### config.mk
export PLATFORM = sky130hd
export DESIGN_NAME = ctp_ram
export DESIGN_NICKNAME = d
export VERILOG_FILES = /design/src/rtl/assert_macros.svh /design/src/rtl/ctp_ram.sv
export SDC_FILE = /design/constraint.sdc
export NUM_CORES = 1
export LEC_CHECK = 0
export ABC_CLOCK_PERIOD_IN_PS = 3280
export BUFFER_PORTS_ARGS = -buffer_cell sky130_fd_sc_hd__buf_2
export CORE_MARGIN = 1
export CORE_UTILIZATION = 36
export DETAILED_ROUTE_END_ITERATION = 10
export PLACE_DENSITY_LB_ADDON = 0.3
export SLEW_MARGIN = 20
export SYNTH_ARGS = -nofsm -noshare
export SYNTH_HDL_FRONTEND = slang
export SYNTH_SLANG_ARGS = --single-unit
export TNS_END_PERCENT = 1
### constraint.sdc
create_clock -name clk -period 3.28 [get_ports clk]
set_clock_uncertainty 0.1 [all_clocks]
set_input_delay 0.656 -clock clk [delete_from_list [all_inputs] [get_ports clk]]
set_output_delay 0.656 -clock clk [all_outputs]
set_load 0.005 [all_outputs]
### src/rtl/assert_macros.svh
// assertion macros for the rtl that checks itself; included by the top level only
// no dependencies; each macro expands to one labeled concurrent assertion
`ifndef ASSERT_MACROS_SVH
`define ASSERT_MACROS_SVH

// property must hold at every clock edge outside reset
`define CTP_ASSERT(lbl, clk, rstn, prop, msg) \
    lbl: assert property (@(posedge clk) disable iff (!rstn) (prop)) else $error(msg);

// condition must never be true outside reset
`define CTP_NEVER(lbl, clk, rstn, cond, msg) \
    lbl: assert property (@(posedge clk) disable iff (!rstn) !(cond)) else $error(msg);

`endif

### src/rtl/ctp_ram.sv
// generic single-clock ram: one write port, one read port, registered read
// no dependencies
`default_nettype none

module ctp_ram #(
    parameter int WIDTH = 8,
    parameter int DEPTH = 64
) (
    input  wire logic                     clk,
    input  wire logic                     we,
    input  wire logic [$clog2(DEPTH)-1:0] waddr,
    input  wire logic [WIDTH-1:0]         wdata,
    input  wire logic                     re,
    input  wire logic [$clog2(DEPTH)-1:0] raddr,
    output logic      [WIDTH-1:0]         rdata
);

    logic [WIDTH-1:0] mem [DEPTH];

    always_ff @(posedge clk)
    begin
        if (we)
        begin
            mem[waddr] <= wdata;
        end
    end

    // read data holds while re is low
    always_ff @(posedge clk)
    begin
        if (re)
        begin
            rdata <= mem[raddr];
        end
    end

endmodule

`default_nettype wire

==> metrics.txt <==
clock slew seen by the registers of the worst setup and hold paths=roughly 0.07 ns; number of buffer cells added on primary ports=30; Slew @ Worst Pin=about 0.86 ns; Syn Nets=roughly 960; final core utilization=0.4272; largest fanout of any net on the critical path=32; max incr delay on CP=0.52 ns; wire length reported by the detailed router=between 40000 and 50000 microns; number of antenna violations at the first check in global routing=2; cell chain of the critical path=clkbuf_8 -> buf_12 -> mux4_2 -> mux4_2 -> nor2_1 -> nor3_1 -> o2bb2ai_1; Max Buffers Root-to-Sink=3; result of the run=finished, final reports clean; 1st-iter DRT viols=~880; number of buffers created by CTS=53; post-route worst setup slack=0.7890 ns; Top FF cell, synth=edfxtp_1; num rows=86; GRT Resource Usage Total=0.1641; count of antenna-violating nets left after detailed routing=0; share of cells above drive strength 1=0.3134; Die Width=about 240 microns; number of enable flip-flop cells after synthesis=520; # H-tree levels=2; Leakage Power=0.007488 uW; clock network latency to the later pin of the worst-skew pair=roughly 0.61 ns; number of vias per cell after detailed routing=about 5.2; Power per Cell Area=between 500 and 600 nW/um^2; synthesized area=around 20000 sq um; global route total overflow=0; arrival time at the worst endpoint=between 2 and 3 ns; starting density of the core=0.3661; drt wl/cell=24.42 microns; area inside the core boundary=55310 sq um; number of synthesized register bits=520; total of max-cap violations=0; most used cell, CP=mux4_2; CP max stage cell=mux4_2; via count of the first global-routing pass=between 10000 and 15000; Syn. warnings=0; Max IR drop VDD=between 0.4 and 0.5 mV; share of synthesized registers carrying an async set or reset=0; total vias in the final route=a little under 10000; achievable frequency=401.4 MHz; largest net degree at the start of global routing=65; Detail Placement HPWL=~30000 microns; number of nets in the finished design=approximately 1100; clock tree from TritonCTS=done; post-synth cell types=39; crit path launch type=input pin; fraction of the yosys area taken by sequential cells=0.7712; Final min period=around 2.5 ns; synth-to-layout area growth=16.70%; CTS Sinks=520; post-cts hold buffer count=0; worst rel slew slack=0.4275; number of gates given a new drive strength after cts=0; number of top-level design ports=31; RSZ-0062 raised after global routing=false; pre-CTS setup slack=0.1469 ns; wire length of the first global-routing pass=67100 microns; Min-Delay Path Class=in -> reg; Die Y-Extent=~240 microns; First-pass DRT Iterations=5; gp weighted congestion=approximately 0.8; CTS root buffer=clkbuf_16; ratio of final minimum period to clock period=0.7594; Worst Setup End Kind=register; cell count after synthesis=940; Final TNS setup=0 ns; # setup viols final=0; worst setup path class=in -> reg; die area=around 57000 sq um; Setup Fix Bufs, Post-CTS=0; Final Hold Slack=roughly 0.35 ns; data required time of the critical path=between 3 and 4 ns; Fin. Hold Viols=0; number of max-slew violations in the final report=0; number of inserted diodes=0; DRC=0; Syn Area/Cell=roughly 22 sq um; number of filler cells placed in the layout=around 4800
-- worst max-delay path, delay by kind of cell --
family          cells  cell delay (ns)
compound gates      1             0.14
buf+inv             2             0.63
mux                 2             1.01
simple gates        2             0.25
-- stage by stage --
step | instances | cell area (sq um) | total power (uW)
finish | 1871 | 23630 | 13960
global route | 1871 | 23630 | 14360
CTS | 1871 | 23630 | 14090
detailed placement | 1773 | 21940 | 8252
global placement | 1773 | 21940 | 8242
floorplan | 940 | 20250 | 7913
-- final cells by class --
class | count | area (sq um) | share of cell area
Timing Repair Buffer | 136 | 1072 | 0.04538
Clock inverter | 41 | 349.1 | 0.01477
Tap cell | 748 | 935.9 | 0.03961
Sequential cell | 520 | 15620 | 0.6608
Clock buffer | 57 | 1341 | 0.05676
Multi-Input combinational cell | 369 | 4315 | 0.1826
-- synth_stat cells, types with 2 or more instances --
master | number | area share
o21ai_1 | 2 | 0.00049
nand4_1 | 2 | 0.00062
buf_4 | 13 | 0.0048
nor2b_1 | 14 | 0.0043
o221a_2 | 2 | 0.0011
o32ai_1 | 2 | 0.00087
o2111ai_1 | 3 | 0.0013
buf_6 | 4 | 0.0022
a211oi_1 | 4 | 0.0015
o22ai_1 | 8 | 0.0025
o41ai_1 | 2 | 0.00087
a22oi_1 | 3 | 0.0011
buf_2 | 11 | 0.0027
nor3_1 | 7 | 0.0017
buf_1 | 4 | 0.00074
nand2b_1 | 7 | 0.0022
a221oi_1 | 6 | 0.0026
mux2_2 | 13 | 0.0072
o221ai_1 | 8 | 0.0035
mux4_2 | 126 | 0.14
nor4_1 | 2 | 0.00062
nand3b_1 | 3 | 0.0011
buf_12 | 2 | 0.0020
o21ai_0 | 2 | 0.00049
o21a_1 | 2 | 0.00074
o2bb2ai_1 | 3 | 0.0013
nor2_1 | 83 | 0.015
nand2_1 | 19 | 0.0035
nand3_1 | 13 | 0.0032
a2111oi_0 | 2 | 0.00087
a21oi_1 | 3 | 0.00074
mux2i_1 | 23 | 0.011
edfxtp_1 | 520 | 0.77
clkbuf_1 | 17 | 0.0032
-- sequential cells by signal (all words and copies together), names as in the netlist --
name and count:
rdata 8, mem 512
-- power breakdown --
part	switching, uW	total, uW	internal, uW
logic	425	709	284
registers	19.6	7390	7370
clock network	2510	5860	3350
total	2950	14000	11000
-- cell families (layout without fill, tap and decap cells) --
| group | count (synthesis) | count (layout) | share of synthesized area |
|---|---|---|---|
| flops | 520 | 520 | 0.7712 |
| buf+inv | 51 | 234 | 0.01563 |
| simple gates | 153 | 153 | 0.03374 |
| mux | 162 | 162 | 0.1588 |
| compound gates | 54 | 54 | 0.02064 |
-- placed cells by master, fill, tap and decap left out, types with 3 or more instances in the layout --
cell type / instances
edfxtp_1: 520
mux4_2: 126
buf_4: 99
nor2_1: 83
clkbuf_16: 53
buf_2: 27
mux2i_1: 23
nand2_1: 19
clkinv_1: 19
nor2b_1: 14
mux2_2: 13
nand3_1: 13
buf_12: 9
o221ai_1: 8
o22ai_1: 8
clkinv_2: 8
nand2b_1: 7
nor3_1: 7
a221oi_1: 6
bufinv_16: 5
clkinvlp_4: 5
a211oi_1: 4
clkbuf_1: 4
nand3b_1: 3
a21oi_1: 3
a22oi_1: 3
o2111ai_1: 3
o2bb2ai_1: 3
-- metal layers --
layer	global-route usage	up-vias	wire, microns
li1	-	4217	-
met1	0.2284	5199	20140
met2	0.2585	305	21530
met3	0.03118	70	2828
met4	0.05653	4	1156
met5	0	-	27
-- path summary, 6_finish.rpt --
check	cells after the start	startpoint	slack, ns	end
worst max register to register	5	mem[21][4]	1.03	rdata[4]
worst max-delay path	7	raddr[0]	0.79	rdata[2]
worst min-delay path	1	re	0.35	rdata[3]
worst min register to register	4	mem[6][7]	0.83	rdata[7]
Note: power is estimated with default switching activity, not from simulation.
