<file path="src/rtl/assert_macros.svh">
// assertion macros for the rtl that checks itself; included by the top level only
// no dependencies; each macro expands to one labeled concurrent assertion
`ifndef ASSERT_MACROS_SVH
`define ASSERT_MACROS_SVH

// property must hold at every clock edge outside reset
`define CTP_ASSERT(lbl, clk, rstn, prop, msg) \
    lbl: assert property (@(posedge clk) disable iff (!rstn) (prop)) else $error(msg);

// condition must never be true outside reset
`define CTP_NEVER(lbl, clk, rstn, cond, msg) \
    lbl: assert property (@(posedge clk) disable iff (!rstn) !(cond)) else $error(msg);

`endif

</file>
<file path="src/rtl/ctp_pkg.sv">
// shared types and codes of the ctaphid response packetizer
// no dependencies; used by the framer and the top level
`default_nettype none

package ctp_pkg;

    // input item commands
    localparam logic [1:0] CMD_HEADER  = 2'd0;
    localparam logic [1:0] CMD_PAYLOAD = 2'd1;
    localparam logic [1:0] CMD_REPORT  = 2'd2;

    // packet kinds on the output
    localparam logic [1:0] KIND_INITIAL = 2'd0;
    localparam logic [1:0] KIND_CONT    = 2'd1;
    localparam logic [1:0] KIND_BUSY    = 2'd2;

    // configuration register indexes
    localparam logic REG_ERROR_CMD = 1'b0;
    localparam logic REG_BUSY_CODE = 1'b1;

    // header byte counts of the three packet kinds
    localparam logic [3:0] HDR_LEN_INIT = 4'd7;
    localparam logic [3:0] HDR_LEN_CONT = 4'd5;
    localparam logic [3:0] HDR_LEN_BUSY = 4'd8;

    // widths that cover the full ranges of packet size and message size
    localparam int COUNT_W = 7;
    localparam int BASE_W  = 13;

    // one packet request from the control logic to the framer
    typedef struct packed {
        logic               start;
        logic [1:0]         kind;
        logic [7:0][7:0]    hdr;
        logic [3:0]         hdr_len;
        logic [COUNT_W-1:0] count;
        logic [BASE_W-1:0]  base;
    } pkt_req_t;

endpackage

`default_nettype wire

</file>
<file path="src/rtl/ctp_if.sv">
// valid/ready channel interfaces of the packetizer: input items and packet bytes
// no dependencies
`default_nettype none


interface ctp_byte_if;
    logic       valid;
    logic       ready;
    logic [7:0] packet_byte;
    logic [5:0] byte_index;
    logic [1:0] packet_kind;
    logic       last_byte;

    modport source (
        output valid, packet_byte, byte_index, packet_kind, last_byte,
        input  ready
    );
    modport sink (
        input  valid, packet_byte, byte_index, packet_kind, last_byte,
        output ready
    );
endinterface

`default_nettype wire

</file>
<file path="src/rtl/ctp_framer.sv">
// packet framer: walks the byte positions of one packet, reads payload from the ram
// depends on ctp_pkg and ctp_byte_if
`default_nettype none

module ctp_framer #(
    parameter int PACKET_BYTES = 64,
    parameter int ADDR_W       = 13
) (
    input  wire logic              clk,
    input  wire logic              rst_n,
    input  wire ctp_pkg::pkt_req_t req,
    output logic                   idle,
    output logic                   ram_re,
    output logic      [ADDR_W-1:0] ram_raddr,
    input  wire logic [7:0]        ram_rdata,
    ctp_byte_if.source             tx
);

    import ctp_pkg::*;

    localparam int KW     = $clog2(PACKET_BYTES);
    localparam int LAST_K = PACKET_BYTES - 1;

    typedef enum logic [1:0] {SEL_ZERO, SEL_HDR, SEL_DATA} sel_t;

    pkt_req_t      req_reg,      req_next;
    logic          gen_reg,      gen_next;
    logic [KW-1:0] k_reg,        k_next;
    logic          s1_valid_reg, s1_valid_next;
    logic [KW-1:0] s1_k_reg,     s1_k_next;
    sel_t          s1_sel_reg,   s1_sel_next;
    logic [7:0]    s1_hdr_reg,   s1_hdr_next;
    logic [1:0]    s1_kind_reg,  s1_kind_next;
    logic          out_valid_reg, out_valid_next;
    logic [7:0]    out_byte_reg, out_byte_next;
    logic [KW-1:0] out_k_reg,    out_k_next;
    logic [1:0]    out_kind_reg, out_kind_next;
    logic          out_last_reg, out_last_next;

    logic               out_free;
    logic               move1;
    logic               issue;
    logic [COUNT_W-1:0] k_ext;
    logic [COUNT_W-1:0] rel;
    logic               is_hdr;
    logic               is_data;
    logic [BASE_W-1:0]  addr_sum;

    assign out_free = !out_valid_reg || tx.ready;
    assign move1    = s1_valid_reg && out_free;
    assign issue    = gen_reg && (!s1_valid_reg || move1);

    // position relative to the first payload byte of the packet
    assign k_ext    = COUNT_W'(k_reg);
    assign rel      = k_ext - COUNT_W'(req_reg.hdr_len);
    assign is_hdr   = k_ext < COUNT_W'(req_reg.hdr_len);
    assign is_data  = !is_hdr && (rel < req_reg.count);
    assign addr_sum = req_reg.base + BASE_W'(rel);

    assign ram_re    = issue && is_data;
    assign ram_raddr = addr_sum[ADDR_W-1:0];
    assign idle      = !gen_reg && !s1_valid_reg;

    assign tx.valid       = out_valid_reg;
    assign tx.packet_byte = out_byte_reg;
    assign tx.byte_index  = 6'(out_k_reg);
    assign tx.packet_kind = out_kind_reg;
    assign tx.last_byte   = out_last_reg;

    always_comb
    begin
        req_next       = req_reg;
        gen_next       = gen_reg;
        k_next         = k_reg;
        s1_valid_next  = s1_valid_reg;
        s1_k_next      = s1_k_reg;
        s1_sel_next    = s1_sel_reg;
        s1_hdr_next    = s1_hdr_reg;
        s1_kind_next   = s1_kind_reg;
        out_valid_next = out_valid_reg;
        out_byte_next  = out_byte_reg;
        out_k_next     = out_k_reg;
        out_kind_next  = out_kind_reg;
        out_last_next  = out_last_reg;

        // ram data lines up with the stage one item
        if (move1)
        begin
            out_valid_next = 1'b1;
            out_k_next     = s1_k_reg;
            out_kind_next  = s1_kind_reg;
            out_last_next  = (s1_k_reg == KW'(LAST_K));
            unique case (s1_sel_reg)
                SEL_HDR:  out_byte_next = s1_hdr_reg;
                SEL_DATA: out_byte_next = ram_rdata;
                default:  out_byte_next = 8'h00;
            endcase
        end
        else if (tx.ready)
        begin
            out_valid_next = 1'b0;
        end

        if (issue)
        begin
            s1_valid_next = 1'b1;
            s1_k_next     = k_reg;
            s1_hdr_next   = req_reg.hdr[k_reg[2:0]];
            s1_kind_next  = req_reg.kind;
            if (is_hdr)
            begin
                s1_sel_next = SEL_HDR;
            end
            else if (is_data)
            begin
                s1_sel_next = SEL_DATA;
            end
            else
            begin
                s1_sel_next = SEL_ZERO;
            end
            k_next = k_reg + KW'(1);
            if (k_reg == KW'(LAST_K))
            begin
                gen_next = 1'b0;
            end
        end
        else if (move1)
        begin
            s1_valid_next = 1'b0;
        end

        if (req.start)
        begin
            req_next = req;
            gen_next = 1'b1;
            k_next   = '0;
        end
    end

    always_ff @(posedge clk or negedge rst_n)
    begin
        if (!rst_n)
        begin
            gen_reg       <= 1'b0;
            k_reg         <= '0;
            s1_valid_reg  <= 1'b0;
            out_valid_reg <= 1'b0;
        end
        else
        begin
            gen_reg       <= gen_next;
            k_reg         <= k_next;
            s1_valid_reg  <= s1_valid_next;
            out_valid_reg <= out_valid_next;
        end
    end

    always_ff @(posedge clk)
    begin
        req_reg      <= req_next;
        s1_k_reg     <= s1_k_next;
        s1_sel_reg   <= s1_sel_next;
        s1_hdr_reg   <= s1_hdr_next;
        s1_kind_reg  <= s1_kind_next;
        out_byte_reg <= out_byte_next;
        out_k_reg    <= out_k_next;
        out_kind_reg <= out_kind_next;
        out_last_reg <= out_last_next;
    end

endmodule

`default_nettype wire

</file>
<file path="src/flat_wrapper.sv">
// flat-port wrapper written by rule: the top's interface ports become plain ports
module ctp_framer_flat import ctp_pkg::*;
#(
    parameter int PACKET_BYTES = 64,
    parameter int ADDR_W       = 13
)
  (clk, rst_n, req, idle, ram_re, ram_raddr, ram_rdata, tx_valid, tx_packet_byte, tx_byte_index, tx_packet_kind, tx_last_byte, tx_ready);
  ctp_byte_if tx_i ();
  input  wire logic clk;
  input  wire logic rst_n;
  input  wire ctp_pkg::pkt_req_t req;
  output logic idle;
  output logic ram_re;
  output logic      [ADDR_W-1:0] ram_raddr;
  input  wire logic [7:0] ram_rdata;
  output wire logic [$bits(tx_i.valid)-1:0] tx_valid;
  output wire logic [$bits(tx_i.packet_byte)-1:0] tx_packet_byte;
  output wire logic [$bits(tx_i.byte_index)-1:0] tx_byte_index;
  output wire logic [$bits(tx_i.packet_kind)-1:0] tx_packet_kind;
  output wire logic [$bits(tx_i.last_byte)-1:0] tx_last_byte;
  input wire logic [$bits(tx_i.ready)-1:0] tx_ready;
  assign tx_valid = tx_i.valid;
  assign tx_packet_byte = tx_i.packet_byte;
  assign tx_byte_index = tx_i.byte_index;
  assign tx_packet_kind = tx_i.packet_kind;
  assign tx_last_byte = tx_i.last_byte;
  assign tx_i.ready = tx_ready;
  ctp_framer #(.PACKET_BYTES(PACKET_BYTES), .ADDR_W(ADDR_W)) u_core (.clk(clk), .rst_n(rst_n), .req(req), .idle(idle), .ram_re(ram_re), .ram_raddr(ram_raddr), .ram_rdata(ram_rdata), .tx(tx_i));
endmodule
</file>
<file path="config.mk">
export PLATFORM = sky130hd
export DESIGN_NAME = ctp_framer_flat
export DESIGN_NICKNAME = d
export VERILOG_FILES = /design/src/rtl/assert_macros.svh /design/src/rtl/ctp_pkg.sv /design/src/rtl/ctp_if.sv /design/src/rtl/ctp_framer.sv /design/src/flat_wrapper.sv
export SDC_FILE = /design/constraint.sdc
export NUM_CORES = 1
export LEC_CHECK = 0
export ABC_AREA = 0
export BUFFER_PORTS_ARGS = -buffer_cell sky130_fd_sc_hd__buf_4
export CAP_MARGIN = 0
export CORE_MARGIN = 10
export CORE_UTILIZATION = 57
export CTS_CLUSTER_DIAMETER = 60
export DETAILED_ROUTE_END_ITERATION = 16
export GPL_ROUTABILITY_DRIVEN = 0
export GPL_TIMING_DRIVEN = 0
export PLACE_DENSITY = 0.84
export SKIP_LAST_GASP = 1
export SLEW_MARGIN = 20
export SYNTH_ARGS = -nofsm -noshare
export SYNTH_HDL_FRONTEND = slang
export SYNTH_SLANG_ARGS = --single-unit
export TNS_END_PERCENT = 30
</file>
<file path="constraint.sdc">
create_clock -name clk -period 6.85 [get_ports clk]
set_clock_uncertainty 0.05 [all_clocks]
set_input_delay 1.37 -clock clk [delete_from_list [all_inputs] [get_ports clk]]
set_output_delay 1.37 -clock clk [all_outputs]
set_load 0.02 [all_outputs]
</file>
==> results.md, run 1 <==
- After filler insertion, the fill cell instance count of the layout stands at roughly 560.
- The register with the most flip-flops in the layout has 90 of them.
- The number of buffers inserted by port buffering is 134.
- The count of H-tree levels built during CTS is 4.
- Across the whole layout, storage elements account for a little under 4000 µm².
- The transition time at the pin with the least slew margin is 0.8463 ns.
- The pin count of the biggest net entering global routing is roughly 100.
- The number of buffers inserted by hold repair at cts is 0.
- Detailed placement finished with a half-perimeter wire length of ~8.4 mm.
- Among all flip-flop cells after synthesis, the most frequent one is sky130_fd_sc_hd__edfxtp_1.
- The length of the first detailed-routing pass in iterations is 4.
- Setup repair after global routing left no endpoint under its margin.
- For this run, the register share of the synthesized area comes to a little over 70%.
- The clock reaches the later pin of the worst-skew pair after 0.52 ns.
- The tightest min-delay check is of the flop to flop type.
- The nature of the critical path startpoint is a flop.
- In this run the post-CTS setup repair buffer count came out at 0.
- The post-route cell area is around 7400 µm².
- On the worst path, the slowest cell contributes a delay of approximately 0.50 ns.
- The count of nets left with antenna violations once routing finished came out at 0.
- The fraction of layout instances using a drive strength above 1 is 38.80%.
- The category of the most critical setup path is flop to primary output.
- The analysis attributes to cell leakage a power of between 2 and 3 nW.
- The clock period minus final worst setup slack is about 5.6 ns.
- Grouping stages by cell kind, the critical path spends the most delay in compound AO/OA/AOI/OAI gates.
- The setup check on the worst reg-to-reg path leaves a slack of about 3.7 ns.
- The busiest layer in global routing is met2.
- The CTS clock-pin slew for the worst setup and hold paths is 0.06 ns.
- The number of failing hold endpoints at the final stage is 0.
- The clock passes through at most 2 buffers.
- The flow ran to the end, and the final reports show no timing, DRC or antenna violations.
- The core footprint is ~9700 µm².
- Along the worst path, the maximum fanout reaches 10.
- In the synthesized netlist, the number of instances is roughly 320.
- The area growth from synthesis to layout is 31.70%.
- The routed wire length is 11.98 mm.
- The floorplan die area is 14210 µm².
- Global routing used between 20% and 30% of the available met2 tracks.
- 135 I/O pins were placed.
- The wire length of the first global-routing pass is between 15 and 20 mm.
- For the worst setup path, the data required time is between 5 and 6 ns.
- The number of core rows is 36.
- In the routed design, unresolved DRC markers number 0.
- The die height is about 120 µm.
- Dividing the synthesized area by the synthesized cell count gives 17.69 µm².
- Setup violations remaining at the end of the flow were counted as 0.
- The routing usage on met1 is between 10% and 20%.
- In the final routed layout, each cell accounts on average for ~19 µm.
- The overall power is about 2.2 mW.
- The final number of max-transition violations is 0.
- The master of the slowest instance on the critical path is sky130_fd_sc_hd__o21ai_0.
- The number of buffers and inverters on the critical path is 5.
- The post-layout worst setup margin is between 1 and 1.5 ns.
- 0 antenna diodes ended up in the layout.
- At the end of the flow, the number of nets in the layout was just under 600.
- The x dimension of the die is about 120 µm.
- For this run, the number of Yosys warnings is 0.
- The effective utilization at floorplan is 57.92%.
- After synthesis the cells add up to 5609 µm².
- The number of synthesized flops with an enable pin is 125.
- STA classifies the critical path endpoint as a primary output.
- The initial antenna violation count is 0.
- The total nets after synthesis is between 400 and 500.
- The setup TNS is 0 ns.
- The end-of-flow core utilization is ~76%.
- For this block, the via count after detailed routing is roughly 3300.
- The via count of the first global-routing pass is ~3700.
- TritonCTS built the clock tree.
- The worst-case vdd ir drop is roughly 0.00019 V.
- The post-place instance area is 6782 µm².
- The final critical-path share of the clock period is 82.17%.
- The achievable clock frequency is ~0.18 GHz.
- The total grt overflow is 0.
- The multi-input combinational cells in the finished layout cover a total of around 1500 µm².
- For this design the ratio of total power to cell area is approximately 300 nW/µm².
- The clock drives 134 sinks.
- The worst-case headroom to the max-slew limit is a little over two fifths.
- The root cell of the clock tree is sky130_fd_sc_hd__clkbuf_8.
- After detailed routing, the number of vias per cell comes to between 5 and 6.
- In this run, synthesis produced a sequential element count of between 100 and 150.
- Counting distinct cell types in the post-synthesis netlist gives 43.
- The arrival time of data at the critical path endpoint is about 4.2 ns.
- In this run, the number of DRC markers left after iteration 0 of detailed routing was 243.
- The number of gates resized after CTS was 0.
- Leaving out fill and tap cells, the most frequent cell in the layout is sky130_fd_sc_hd__buf_4.
- The max-cap check violation count is 0.
- For this run, global-route usage on met3 was measured as 4.676%.
- OpenSTA, run right after detailed placement, puts the worst setup slack at between 1.5 and 2 ns.
- The async set or reset register ratio after synthesis is 6.716%.
- In the layout the commonest cells are sky130_fd_sc_hd__buf_4, sky130_fd_sc_hd__edfxtp_1, sky130_fd_sc_hd__ha_1, sky130_fd_sc_hd__nor2_1, sky130_fd_sc_hd__clkbuf_16.
- The number of CTS-inserted buffers is 17.
- The aggregate global-route resource usage is approximately 17%.
- Traced cell by cell, the critical path runs through buf_6 > buf_12 > inv_1 > ha_1 > inv_1 > fa_1 > a21o_1 > a21oi_1 > xor2_1 > ha_1 > o21ai_0 > o21ai_0 > nand4_1 > xnor2_1 > buf_4.
==> per-stage QoR <==
stage	hold slack (ns)	instances
after CTS	0.3688	615
after floorplan	0.3503	317
final	0.3675	615
after global routing	0.3788	615
after detailed placement	0.3545	584
after global placement	0.3555	584
==> Yosys cell counts, types with 2 or more instances <==
master	instances	area (µm²)
sky130_fd_sc_hd__a21o_1	3	22.52
sky130_fd_sc_hd__a21oi_1	8	40.04
sky130_fd_sc_hd__a22oi_1	8	60.06
sky130_fd_sc_hd__and2_1	5	31.28
sky130_fd_sc_hd__buf_2	3	15.01
sky130_fd_sc_hd__clkbuf_1	4	15.01
sky130_fd_sc_hd__dfrtp_1	9	225.2
sky130_fd_sc_hd__edfxtp_1	125	3754
sky130_fd_sc_hd__fa_1	2	40.04
sky130_fd_sc_hd__ha_1	20	250.2
sky130_fd_sc_hd__inv_1	15	56.30
sky130_fd_sc_hd__mux2_4	8	120.1
sky130_fd_sc_hd__mux4_1	8	210.2
sky130_fd_sc_hd__mux4_2	8	180.2
sky130_fd_sc_hd__nand2_1	5	18.77
sky130_fd_sc_hd__nand2b_1	5	31.28
sky130_fd_sc_hd__nand3_1	7	35.03
sky130_fd_sc_hd__nand4_1	4	25.02
sky130_fd_sc_hd__nor2_1	19	71.32
sky130_fd_sc_hd__nor2b_1	2	12.51
sky130_fd_sc_hd__nor3_1	2	10.01
sky130_fd_sc_hd__nor3b_1	2	15.01
sky130_fd_sc_hd__o211ai_1	3	22.52
sky130_fd_sc_hd__o21ai_0	7	35.03
sky130_fd_sc_hd__xnor2_1	10	87.58
sky130_fd_sc_hd__xor2_1	8	70.07
==> layer usage <==
layer	wire length [µm]	share of wire [%]	up-vias
li1	-	-	1544
met1	4736	40	1655
met4	282	2.4	0
met5	0	0	-
met3	638	5.3	24
met2	6319	53	118
==> cell type report <==
class                      count  area share, %
sequential                   134          53.86
multi-input combinational    158          20.43
timing repair buffer         134          13.67
clock buffer                  19          5.708
clock inverter                12          2.439
tap                          133          2.253
buffer                        10         0.8808
inverter                      15         0.7622
==> logic make-up after synthesis <==
kind of cell	count (synthesis)	synth area share, %
AOI/OAI and AO/OA	37	4.395
xor gates and xnor gates	18	2.811
adders and majority gates	22	5.175
buffers and inverters	25	2.163
DFF	134	70.93
muxes	24	9.101
and+or+nand+nor	57	5.420
==> final timing paths <==
check	to	cells after the start	from
worst max-delay path	ram_raddr[10]	15	u_core.k_reg[0]$_DFFE_PN0P_
worst min-delay path	u_core.tx.packet_kind[0]$_DFFE_PP_	0	u_core.s1_kind_reg[0]$_DFFE_PP_
worst max register to register	u_core.s1_sel_reg[1]$_SDFFCE_PN0P_	12	u_core.k_reg[0]$_DFFE_PN0P_
worst min register to register	u_core.tx.packet_kind[0]$_DFFE_PP_	0	u_core.s1_kind_reg[0]$_DFFE_PP_
max in group asynchronous	u_core.k_reg[1]$_DFFE_PN0P_	1	rst_n
min in group asynchronous	u_core.tx.valid$_DFFE_PN0P_	1	rst_n
==> power breakdown <==
| part | switching, mW | internal, mW |
|---|---|---|
| sequential | 0.0200 | 0.968 |
| clock | 0.328 | 0.589 |
| combinational | 0.173 | 0.166 |
| total | 0.521 | 1.72 |
Note: power is estimated with default switching activity, not from simulation.
==> run 2, diff against run 1 <==
--- a/config.mk
+++ b/config.mk
@@ -9,12 +9,12 @@
 export BUFFER_PORTS_ARGS = -buffer_cell sky130_fd_sc_hd__buf_4
 export CAP_MARGIN = 0
 export CORE_MARGIN = 10
-export CORE_UTILIZATION = 57
+export CORE_UTILIZATION = 48
 export CTS_CLUSTER_DIAMETER = 60
 export DETAILED_ROUTE_END_ITERATION = 16
 export GPL_ROUTABILITY_DRIVEN = 0
 export GPL_TIMING_DRIVEN = 0
-export PLACE_DENSITY = 0.84
+export PLACE_DENSITY = 0.76
 export SKIP_LAST_GASP = 1
 export SLEW_MARGIN = 20
 export SYNTH_ARGS = -nofsm -noshare
==> constraint.sdc (replaced) <==
create_clock -name clk -period 4.8 [get_ports clk]
set_clock_uncertainty 0.05 [all_clocks]
set_input_delay 0.96 -clock clk [delete_from_list [all_inputs] [get_ports clk]]
set_output_delay 0.96 -clock clk [all_outputs]
set_load 0.02 [all_outputs]
==> run 2 against run 1 <==
Non-clock buffer count is 3 higher. Critical path depth unchanged. Die area grew 15%. First-iteration DRC count shrank 26%. Worst setup slack worse by 1.0 ns. Final cell count rose by 2.3%. Clock power rose by 49%. Sequential share of layout area fell by 0.60 points. Flip-flop and latch count unchanged.
==> results.md, run 2 (synthesis gave the netlist of run 1 again) <==
- Headroom to the max-slew limit came out at 42.64%.
- Setup violations remaining at the end of the flow were counted as 0.
- At the end of the flow, the number of nets in the layout was just under 600.
- After layout, the minimum clock period comes to approximately 4.6 ns.
- The transition time at the pin with the least slew margin is 0.8604 ns.
- The number of cells after detailed placement is 594.
- Power comes to between 3 and 4 mW.
- The largest fanout on the critical path is 10.
- Across the run, the number of max-cap violations was 0.
- The count of H-tree levels built during CTS is 4.
- The fraction of layout instances using a drive strength above 1 is a little over 40%.
- Input and output buffers added on the ports amount to roughly 130.
- The post-place instance area is roughly 6800 µm².
- The CTS clock-pin slew for the worst setup and hold paths is roughly 0.06 ns.
- The leakage power total is 3.011 nW.
- The tree is rooted in a sky130_fd_sc_hd__clkbuf_16.
- The number of buffers inserted by hold repair at cts is 0.
- Fill cells in the final layout number between 800 and 900.
- The length of the first detailed-routing pass in iterations is 4.
- The worst-skew pair later-pin latency is 0.42 ns.
- Power spread over the standard cell area amounts to 436.0 nW/µm².
- The worst setup path is launched from a flop.
- Leaving out fill and tap cells, the most frequent cells in the layout are sky130_fd_sc_hd__buf_4, sky130_fd_sc_hd__edfxtp_1, sky130_fd_sc_hd__nor2_1, sky130_fd_sc_hd__ha_1, sky130_fd_sc_hd__clkbuf_16.
- The routed length per instance is 18.39 µm.
- The number of top-level pins is 135.
- The final number of max-transition violations is 0.
- The number of core rows is 39.
- The busiest layer in global routing is met2.
- For this run, global-route usage on met3 was measured as under 10%.
- The routing usage on met1 is between 15 and 20%.
- The tree built by TritonCTS fans out to 134 sinks.
- TritonCTS built the clock tree.
- 0 antenna diodes ended up in the layout.
- The total DRC errors in the routed layout is 0.
- Adding up every negative setup slack in the final design gives 0 ns.
- The aggregate global-route resource usage is 14.54%.
- Summed over all layers, the routed wires come to 11.57 mm.
- The wire length of the first global-routing pass is 18.28 mm.
- In this run the horizontal extent of the chip is 128.1 µm.
- The via count of the first global-routing pass came to between 3000 and 4000.
- The initial antenna violation count is 0.
- The library cell used most frequently in the layout, excluding fill and tap cells, is sky130_fd_sc_hd__buf_4.
- The via density per instance is between 5 and 6.
- At the worst endpoint, the required time is around 3.8 ns.
- The worst hold slack across all endpoints is 0.3090 ns.
- The run finished with clean final reports.
- The area growth from synthesis to layout is 33.19%.
- The detail route stage leaves a number of antenna-violating nets equal to 0.
- The floorplan die area is roughly 16000 µm².
- The count of cells in the finished layout, fillers not included, comes to about 630.
- The initial utilization of the core area, before any placement, comes to approximately 49%.
- IR analysis of the VDD net gives a maximum drop of around 0.0003 V.
- The critical path capture point type is a primary output.
- The maximum clock path buffer count is 2.
- The met2 layer usage reported by global route is about a quarter.
- The die height is 128.1 µm.
- The critical path is of the flop to primary output type.
- The register with the most flip-flops in the layout has 90 of them.
- The total grt overflow is 0.
- Data arrives at the worst endpoint at roughly 3.6 ns.
- The class of the most critical hold timing path is input pin to asynchronous set/reset pin.
- The post-route cell area is 7471 µm².
- Entering global routing, the biggest net connects a little under 100 pins.
- Derived from the worst setup path, the maximum achievable clock frequency is 0.2174 GHz.
- Summed over all nets, the half-perimeter wirelength after detailed placement is about 8.5 mm.
- The final critical-path share of the clock period is ~96%.
- The core footprint is roughly 11000 µm².
- The vias after detailed routing is 3247.
- The number of failing hold endpoints at the final stage came to 0.
- The number of clock buffers added by TritonCTS is 17.
- The detailed router finished its first iteration with 180 violations.
## run 2: metrics by stage
stage                     setup slack [ns]  util, %
after floorplan                     0.6863        -
after global placement              0.3883    59.50
after detailed placement            0.3122    59.50
after CTS                        -0.002993    65.01
after global routing              -0.02104    65.43
final                               0.2006    65.43
## run 2: path summary, 6_finish.rpt
path / slack, ns / start / cells past startpoint / end
min in group clk: 0.38 / u_core.req_reg[88]$_DFFE_PP_ / 0 / u_core.s1_kind_reg[0]$_DFFE_PP_
hold / removal: 0.31 / rst_n / 1 / u_core.k_reg[1]$_DFFE_PN0P_
setup / recovery: 0.20 / u_core.k_reg[0]$_DFFE_PN0P_ / 15 / ram_raddr[9]
max in group asynchronous: 4.25 / rst_n / 1 / u_core.k_reg[4]$_DFFE_PN0P_
setup reg to reg: 1.74 / u_core.k_reg[0]$_DFFE_PN0P_ / 14 / u_core.s1_sel_reg[1]$_SDFFCE_PN0P_
hold reg to reg: 0.38 / u_core.req_reg[88]$_DFFE_PP_ / 0 / u_core.s1_kind_reg[0]$_DFFE_PP_
## run 2: area by class of cell
class                           instances  area (µm²)  area share, %
Sequential cell                       134        3979          53.26
Multi-Input combinational cell        158        1534          20.53
Tap cell                              143       178.9          2.395
Inverter                               15       56.30         0.7536
Clock buffer                           18       429.2          5.744
Timing Repair Buffer                  137        1032          13.82
Buffer                                 10       65.06         0.8709
Clock inverter                         14       196.4          2.629
## run 2: what timing repair did
| item | CTS | global route |
|---|---|---|
| setup buffers | 0 | 3 |
| setup endpoints to repair | 4 | 9 |
| gates resized for setup | 2 | 7 |
| pin swaps | 0 | 5 |
## run 2: where the power goes
group	total (mW)	switching, mW	internal (mW)
Clock	1.37	0.491	0.875
Sequential	1.41	0.0278	1.38
Combinational	0.483	0.241	0.242
Total	3.26	0.760	2.50
## run 2: critical path, stage by stage (launching register included)
cell and delay, ns:
sky130_fd_sc_hd__dfrtp_1 0.40, sky130_fd_sc_hd__buf_6 0.17, sky130_fd_sc_hd__buf_12 0.16, sky130_fd_sc_hd__inv_2 0.07, sky130_fd_sc_hd__ha_2 0.17, sky130_fd_sc_hd__inv_1 0.05, sky130_fd_sc_hd__fa_2 0.35, sky130_fd_sc_hd__a21o_1 0.18
sky130_fd_sc_hd__a21oi_2 0.18, sky130_fd_sc_hd__xor2_2 0.12, sky130_fd_sc_hd__ha_1 0.38, sky130_fd_sc_hd__nand3_1 0.09, sky130_fd_sc_hd__o211ai_1 0.32, sky130_fd_sc_hd__o211ai_1 0.14, sky130_fd_sc_hd__xnor2_1 0.20, sky130_fd_sc_hd__buf_4 0.17
## run 2: layer usage
| metal | vias up | routed length, µm |
|---|---|---|
| li1 | 1554 | - |
| met1 | 1562 | 4649 |
| met2 | 106 | 5933 |
| met3 | 25 | 682 |
| met4 | 0 | 301 |
| met5 | - | 0 |
